==> src/hdl/mipbt_pkg.sv <==
// ----------------------------------------------------------------------------
// mipbt_pkg
// Shared types and constants for the masked ip block table.
// ----------------------------------------------------------------------------
package mipbt_pkg;

  localparam int TABLE_DEPTH = 64;
  localparam int IDX_W       = $clog2(TABLE_DEPTH);
  localparam int CNT_W       = IDX_W + 1;

  // opcodes
  localparam logic [2:0] OP_INSERT = 3'd0;
  localparam logic [2:0] OP_REMOVE = 3'd1;
  localparam logic [2:0] OP_RMGRP  = 3'd2;
  localparam logic [2:0] OP_LOOKUP = 3'd3;
  localparam logic [2:0] OP_TICK   = 3'd4;

  // result status codes
  localparam logic [2:0] ST_INSERTED    = 3'd0;
  localparam logic [2:0] ST_OVERWRITTEN = 3'd1;
  localparam logic [2:0] ST_REMOVED     = 3'd2;
  localparam logic [2:0] ST_NOT_FOUND   = 3'd3;
  localparam logic [2:0] ST_FULL        = 3'd4;
  localparam logic [2:0] ST_HIT         = 3'd5;
  localparam logic [2:0] ST_MISS        = 3'd6;

  // controller to datapath commands
  typedef struct packed {
    logic load;      // capture request
    logic scan;      // examine entry at scan index
    logic scan_clr;  // restart scan index
    logic commit;    // perform insert write
    logic finish;    // build result
  } mipbt_cmd_t;

  // datapath to controller status
  typedef struct packed {
    logic scan_last;
  } mipbt_sts_t;

  // 0xFF in every non-wildcard octet
  function automatic logic [31:0] keep_mask(input logic [3:0] wild);
    logic [31:0] m;
    m = '0;
    for (int i = 0; i < 4; i++) begin
      if (!wild[i]) m[8*i +: 8] = 8'hFF;
    end
    return m;
  endfunction

endpackage

==> src/hdl/mipbt_ctrl.sv <==
// ----------------------------------------------------------------------------
// mipbt_ctrl
// Request sequencer: accept, scan the table, commit, present result.
// ----------------------------------------------------------------------------
module mipbt_ctrl
  import mipbt_pkg::*;
(
  input  logic       clk,
  input  logic       rst,
  input  logic       in_fire,
  input  logic       out_busy,
  input  mipbt_sts_t sts,
  output logic       in_ready,
  output mipbt_cmd_t cmd
);

  localparam logic [1:0] S_IDLE = 2'd0;
  localparam logic [1:0] S_SCAN = 2'd1;
  localparam logic [1:0] S_DONE = 2'd2;

  logic [1:0] state, state_next;

  // state register
  always_ff @(posedge clk) begin
    if (rst) state <= S_IDLE;
    else     state <= state_next;
  end

  // next state and commands
  always_comb begin
    state_next = state;
    cmd        = '0;
    in_ready   = 1'b0;
    unique case (state)
      S_IDLE: begin
        in_ready = 1'b1;
        if (in_fire) begin
          cmd.load     = 1'b1;
          cmd.scan_clr = 1'b1;
          state_next   = S_SCAN;
        end
      end
      S_SCAN: begin
        cmd.scan = 1'b1;
        if (sts.scan_last) state_next = S_DONE;
      end
      S_DONE: begin
        if (!out_busy) begin
          cmd.commit = 1'b1;
          cmd.finish = 1'b1;
          state_next = S_IDLE;
        end
      end
      default: state_next = S_IDLE;
    endcase
  end

endmodule

==> config.mk <==
export PLATFORM = sky130hd
export DESIGN_NAME = mipbt_ctrl
export DESIGN_NICKNAME = d
export VERILOG_FILES = /design/src/hdl/mipbt_pkg.sv /design/src/hdl/mipbt_ctrl.sv
export SDC_FILE = /design/constraint.sdc
export NUM_CORES = 1
export LEC_CHECK = 0
export BUFFER_PORTS_ARGS = -buffer_cell sky130_fd_sc_hd__buf_2
export CAP_MARGIN = 20
export CORE_AREA = 2 2 39 41
export CTS_BUF_LIST = sky130_fd_sc_hd__clkbuf_8 sky130_fd_sc_hd__clkbuf_16
export DETAILED_ROUTE_END_ITERATION = 12
export DIE_AREA = 0 0 41 43
export SYNTH_ARGS = -nofsm -noshare
export SYNTH_HDL_FRONTEND = slang
export SYNTH_SLANG_ARGS = --single-unit
export TNS_END_PERCENT = 5
==> constraint.sdc <==
create_clock -name clk -period 1.8 [get_ports clk]
set_input_delay 0.27 -clock clk [delete_from_list [all_inputs] [get_ports clk]]
set_output_delay 0.27 -clock clk [all_outputs]
set_load 0.02 [all_outputs]
==> results.txt, run 1 <==
Global-route wire length before repair: 448 um
TritonCTS Sinks: 2
Flop-to-flop setup slack: 0.90 ns
DR WL/cell: 7.55 um
Die width: 41 um
Largest registers: state x2
Syn_nets: 18
Antenna violations before repair: 0
WHS Path Cells: 2
Synth-to-layout area growth: 85.6%
Std-Cell Rows: 14
Worst path arrival time: 1.06 ns
Pins Over Slew Limit: 0
Prevailing post-synth register cell: dfxtp_1
# IOs: 11
Post-Syn Instances: 13
Core outline area: 1380 um2
Antenna cells: 0
CP Capture Type: output port
Pin count of the biggest net entering global routing: 8
LEAKAGE: 0.0965 nW
Post-synth ARST share: 0%
Routability Congestion: 0.418
Setup crit end: cmd[1]
Final setup viols: 0
CP Max Fanout: 6
Unrepaired setup endpoints after global routing: no
WS Path Type: flip-flop to output port
Simple-gate share of the synthesized area: 37.8%
Vias post-DR: 128
Critical Path RT: 1.53 ns
Die area: 1760 um2
DR iter-0 viols: 1
Longest Clk Path Bufs: 2
Top-area cell type share of the netlist area: 35.6%
FILL cells: 157
Main combinational cell family by area after synthesis: simple AND/OR/NAND/NOR gates
Setup Fix Bufs, Post-CTS: 0
Synth Area in XOR/XNOR: 0%
Area leader, netlist: dfxtp_1
Fin crit period: 1.33 ns
Worst hold start: rst
Layout cell share with drive strength beyond 1: 54.2%
Met1 usage: 2.24%
Root Driver: clkbuf_8
Compound-cell area share of the yosys netlist: 13.3%
Drt drc: 0
Syn. warnings: 0
Vias in the first global route: 128
CTS buffer count: 3
Fin crit share: 73.6%
Post-route ant nets: 0
CTS clk-pin slew, worst paths: 0.03 ns
CTS tree: yes
Largest register FFs: 2
Placed cell area: 168 um2
Drt pass-1 iters: 2
Synth Cell Area: 113 um2
Post-synthesis adder-cell area fraction: 0%
Most flop-heavy register: state
Initial Utilization: 8.14%
Max Cap Viol: 0
Final nets: 31
Synth Register Bits: 2
Status: complete, no violations
Peak supply drop: 0.000164 V
Global routing usage on met3: 6.28%
Mean Syn Cell Area: 8.66 um2
Via density: 3.20
Reg-to-reg endpoint: state[0]
Fmax: 0.755 GHz
Pwr/cell area: 1270 nW/um2
Seq/Total Area, Yosys: 35.6%
Grt met2 use: 6.25%
Reg-to-reg startpoint: state[0]
Synth cell types: 9
Busiest layer in global routing: met3
Mux contribution to synthesized area: 0%
CP Launch Type: flip-flop
Drt total wl: 302 um
Clock H-tree levels: 1
Port Buffers: 10
Setup TNS: 0 ns
Finished Cell Area: 209 um2
Worst Max-Slew Pin Slew: 0.308 ns
Top cells by area, synth: dfxtp_1, buf_4, nand3b_1
Total GRT Usage: 4.81%
Chip height: 43 um
Congestion Overflow GR: 0
Min-Delay Path Class: input pin to flip-flop
Post-synth EDFFs: 0
Post-cts hold buffer count: 0
Final Skew: 0.00214 ns
Most frequent cells after synthesis: buf_4, dfxtp_1, nand3b_1, nor2_1
CP startpoint: state[1]
Clock latency on the worst-skew pair: 0.21 ns
Post-CTS resize count: 0
Fin. Hold Viols: 0
R2R depth: 2
Slew headroom: 79.4%
## layout make-up
class / count / area, um2 / share of cell area (%)
clock buffers: 3 / 41.3 / 19.8
repair buffers: 10 / 50.0 / 24.0
flip-flops and latches: 2 / 40.0 / 19.2
well taps: 16 / 20.0 / 9.58
multi-input cells: 9 / 57.6 / 27.5
## report_power, final
group | total, mW | switching (mW) | internal, mW
clock network | 0.174 | 0.0331 | 0.141
registers | 0.0522 | 0.00428 | 0.0479
logic | 0.0380 | 0.0222 | 0.0158
## per-stage QoR
step	setup slack (ns)	instances	util (%)	hold slack [ns]	power (mW)
global route	0.345	40	15.1	0.246	0.284
CTS	0.447	40	15.1	0.233	0.273
finish	0.475	40	15.1	0.237	0.265
global placement	0.658	37	12.1	0.453	0.0905
floorplan	0.304	13	-	0.339	0.0787
detailed placement	0.675	37	12.1	0.451	0.0912
## worst max-delay path: stages (launching register included)
cell and delay, ns:
dfxtp_1 0.39, nor3b_1 0.25, buf_2 0.21
## worst min-delay path by stage
| stage | to | slack, ns |
|---|---|---|
| after global routing | state[1] | 0.25 |
| after global placement | state[1] | 0.45 |
| final | state[1] | 0.24 |
| after floorplan | state[1] | 0.34 |
| after detailed placement | state[1] | 0.45 |
| after CTS | state[1] | 0.23 |
## cells by family (layout without fill, tap and decap cells)
| group | count (synthesis) | count (layout) |
|---|---|---|
| AO/OA/AOI/OAI | 2 | 2 |
| buffers and inverters | 2 | 13 |
| flip-flops | 2 | 2 |
| AND/OR/NAND/NOR | 7 | 7 |
## cell usage in the layout, fill, tap and decap left out, drive strengths merged
cell type   n
clkbuf      3
nor2        2
nand3b      2
a21oi       1
and2        1
nor3b       1
a2111oi     1
nor2b       1
dfxtp       2
buf        10
## routing by layer
layer	wire length (um)	vias to the layer above
met4	0	0
li1	-	66
met3	65	0
met2	131	9
met5	0	-
met1	105	53
Note: power is estimated with default switching activity, not from simulation.
==> inputs of run 2 (changes only) <==
==> constraint.sdc (replaced) <==
create_clock -name clk -period 1.1 [get_ports clk]
set_input_delay 0.165 -clock clk [delete_from_list [all_inputs] [get_ports clk]]
set_output_delay 0.165 -clock clk [all_outputs]
set_load 0.02 [all_outputs]
==> run 2 against run 1 <==
Non-clock buffer count unchanged. Cell area grew 27%. The run now ends with setup timing left. Utilization rose by 4.1 points. Register-to-register slack got worse by 0.72 ns. Clock-buffer cell count stayed put.
==> results.txt, run 2 (same netlist as run 1, synthesis figures left out) <==
Global-route wire length before repair: 600 um (+34%)
Std-Cell Rows: 14 (unchanged)
Drt drc: 0 (unchanged)
Pwr/cell area: 1740 nW/um2 (+37%)
Register share of total power: 19.4% (-0.3 points)
Routability Congestion: 0.431 (+3.1%)
CTS tree: yes
Gate power share: 18.4% (+4.0 points)
Fin crit share: 102%
Vias in the first global route: 180 (+41%)
CP Max Fanout: 6 (unchanged)
Fin crit period: 1.13 ns
Dpl hpwl: 189 um
Antenna cells: 0 (unchanged)
Layout cell share with drive strength beyond 1: 75.0% (+21 points)
Min-Delay Path Class: input pin to flip-flop
Pwr Total: 0.461 mW (+74%)
Most flop-heavy register: state
Chip height: 43 um (unchanged)
Root Driver: clkbuf_8
Die area: 1760 um2 (unchanged)
Longest Clk Path Bufs: 2 (unchanged)
LEAKAGE: 0.111 nW (+15%)
Clock latency on the worst-skew pair: 0.21 ns (about the same)
Synth-to-layout area growth: 136%
Clock Power Share: 62.2% (-3.7 points)
Clock H-tree levels: 1 (unchanged)
DR WL/cell: 9.18 um (+22%)
Vias post-DR: 135 (+5.5%)
Final nets: 31 (unchanged)
WHS: 0.137 ns (-0.100 ns)
Via density: 3.38 (+5.5%)
Status: complete, but fails checks
Max Cap Viol: 0 (unchanged)
Largest registers: state x2
Worst path arrival time: 0.96 ns (-0.10 ns)
Worst Max-Slew Pin Slew: 0.347 ns (+0.0386 ns)
Pre-CTS setup slack: 0.101 ns (-0.574 ns)
Largest register FFs: 2 (unchanged)
Peak supply drop: 0.000355 V (+120%)
Pin count of the biggest net entering global routing: 8 (unchanged)
Pins Over Slew Limit: 0 (unchanged)
WS Path Type: flip-flop to output port
Initial Utilization: 8.14% (unchanged)
CTS buffer count: 3 (unchanged)
Final core utilization: 19.2% (+4.1 points)
Antenna violations before repair: 0 (unchanged)
Congestion Overflow GR: 0 (unchanged)
Most frequent cells in the layout: buf_2, buf_6, clkbuf_8
Port Buffers: 10 (unchanged)
Fin. Hold Viols: 0 (unchanged)
Core outline area: 1380 um2 (unchanged)
Unrepaired setup endpoints after global routing: yes
# IOs: 11 (unchanged)
Drt total wl: 367 um (+22%)
Die width: 41 um (unchanged)
CP Capture Type: output port
Failing checks: setup timing
Internal power: 0.353 mW (+72%)
Final setup viols: 2 (+2)
Total GRT Usage: 5.80% (+0.99 points)
CP Launch Type: flip-flop
Commonest non-fill, non-tap cell in the layout: buf_2
CTS clk-pin slew, worst paths: 0.03 ns (about the same)
Post-route ant nets: 0 (unchanged)
Fmax: 0.888 GHz
Slew headroom: 76.8% (-2.6 points)
Final Skew: 0.000749 ns (-0.00139 ns)
Drt pass-1 iters: 1 (-1)
TritonCTS Sinks: 2 (unchanged)
Setup TNS: -0.0505 ns (-0.0505 ns)
Final WS setup: -0.0256 ns (-0.500 ns)
Switching pwr: 0.108 mW (+81%)
Post-cts hold buffer count: 0 (unchanged)
Critical Path RT: 0.94 ns (-0.59 ns)
DR iter-0 viols: 0 (-1)
Sw frac: 23.4% (+0.88 points)
==> run 2: cell counts in the layout (fill, tap and decap cells not counted) <==
No cell type changed its count.
==> run 2: worst max-delay path, cell delays in order (launching register included) <==
cell,delay (ns)
dfxtp_4,0.37
nor3b_4,0.23
buf_6,0.15
==> run 2: power groups by stage <==
stage | Combinational [mW] | Clock (mW) | Sequential [mW]
floorplan | 0.0461 | 0 | 0.0862
global placement | 0.0643 | 0 | 0.0880
detailed placement | 0.0640 | 0 | 0.0879
CTS | 0.0801 | 0.297 | 0.0873
global route | 0.0932 | 0.308 | 0.0907
finish | 0.0848 | 0.286 | 0.0894
==> run 2: what timing repair did <==
item,4_1_cts,5_1_grt
cloned,0,0
endpoints found under the hold margin,0,0
buffers inserted,0,0
gates resized for setup,14,2
pin swaps,3,0
endpoints found under the setup margin,5,5
==> run 2: path summary, 6_finish.rpt <==
path                            startpoint  cells after the start       end  slack [ns]
worst max-delay path              state[1]                      2    cmd[1]       -0.03
worst min-delay path                   rst                      2  state[1]        0.14
worst max register to register    state[0]                      2  state[0]        0.18
worst min register to register    state[1]                      1  state[0]        0.47
==> run 2: per-layer routing <==
metal / vias to the layer above / share of wire, % / GRT usage [%]
li1: 66 / - / -
met5: - / 0 / 0
met4: 0 / 0 / 6.00
met2: 8 / 56 / 10.0
met3: 0 / 13 / 4.71
met1: 61 / 31 / 2.54
==> run 2: final cells by class <==
type                    count  area [um2]
flip-flops and latches      2        47.5
well taps                  16        20.0
fillers                   160        1120
multi-input cells           9        78.8
clock buffers               3        41.3
repair buffers             10        77.6
==> run 2: through the flow <==
stage	cell area, um2	std cells
3_3_place_gp	176	37
6_report	265	40
4_1_cts	258	40
3_5_place_dp	176	37
5_1_grt	265	40
2_1_floorplan	121	13
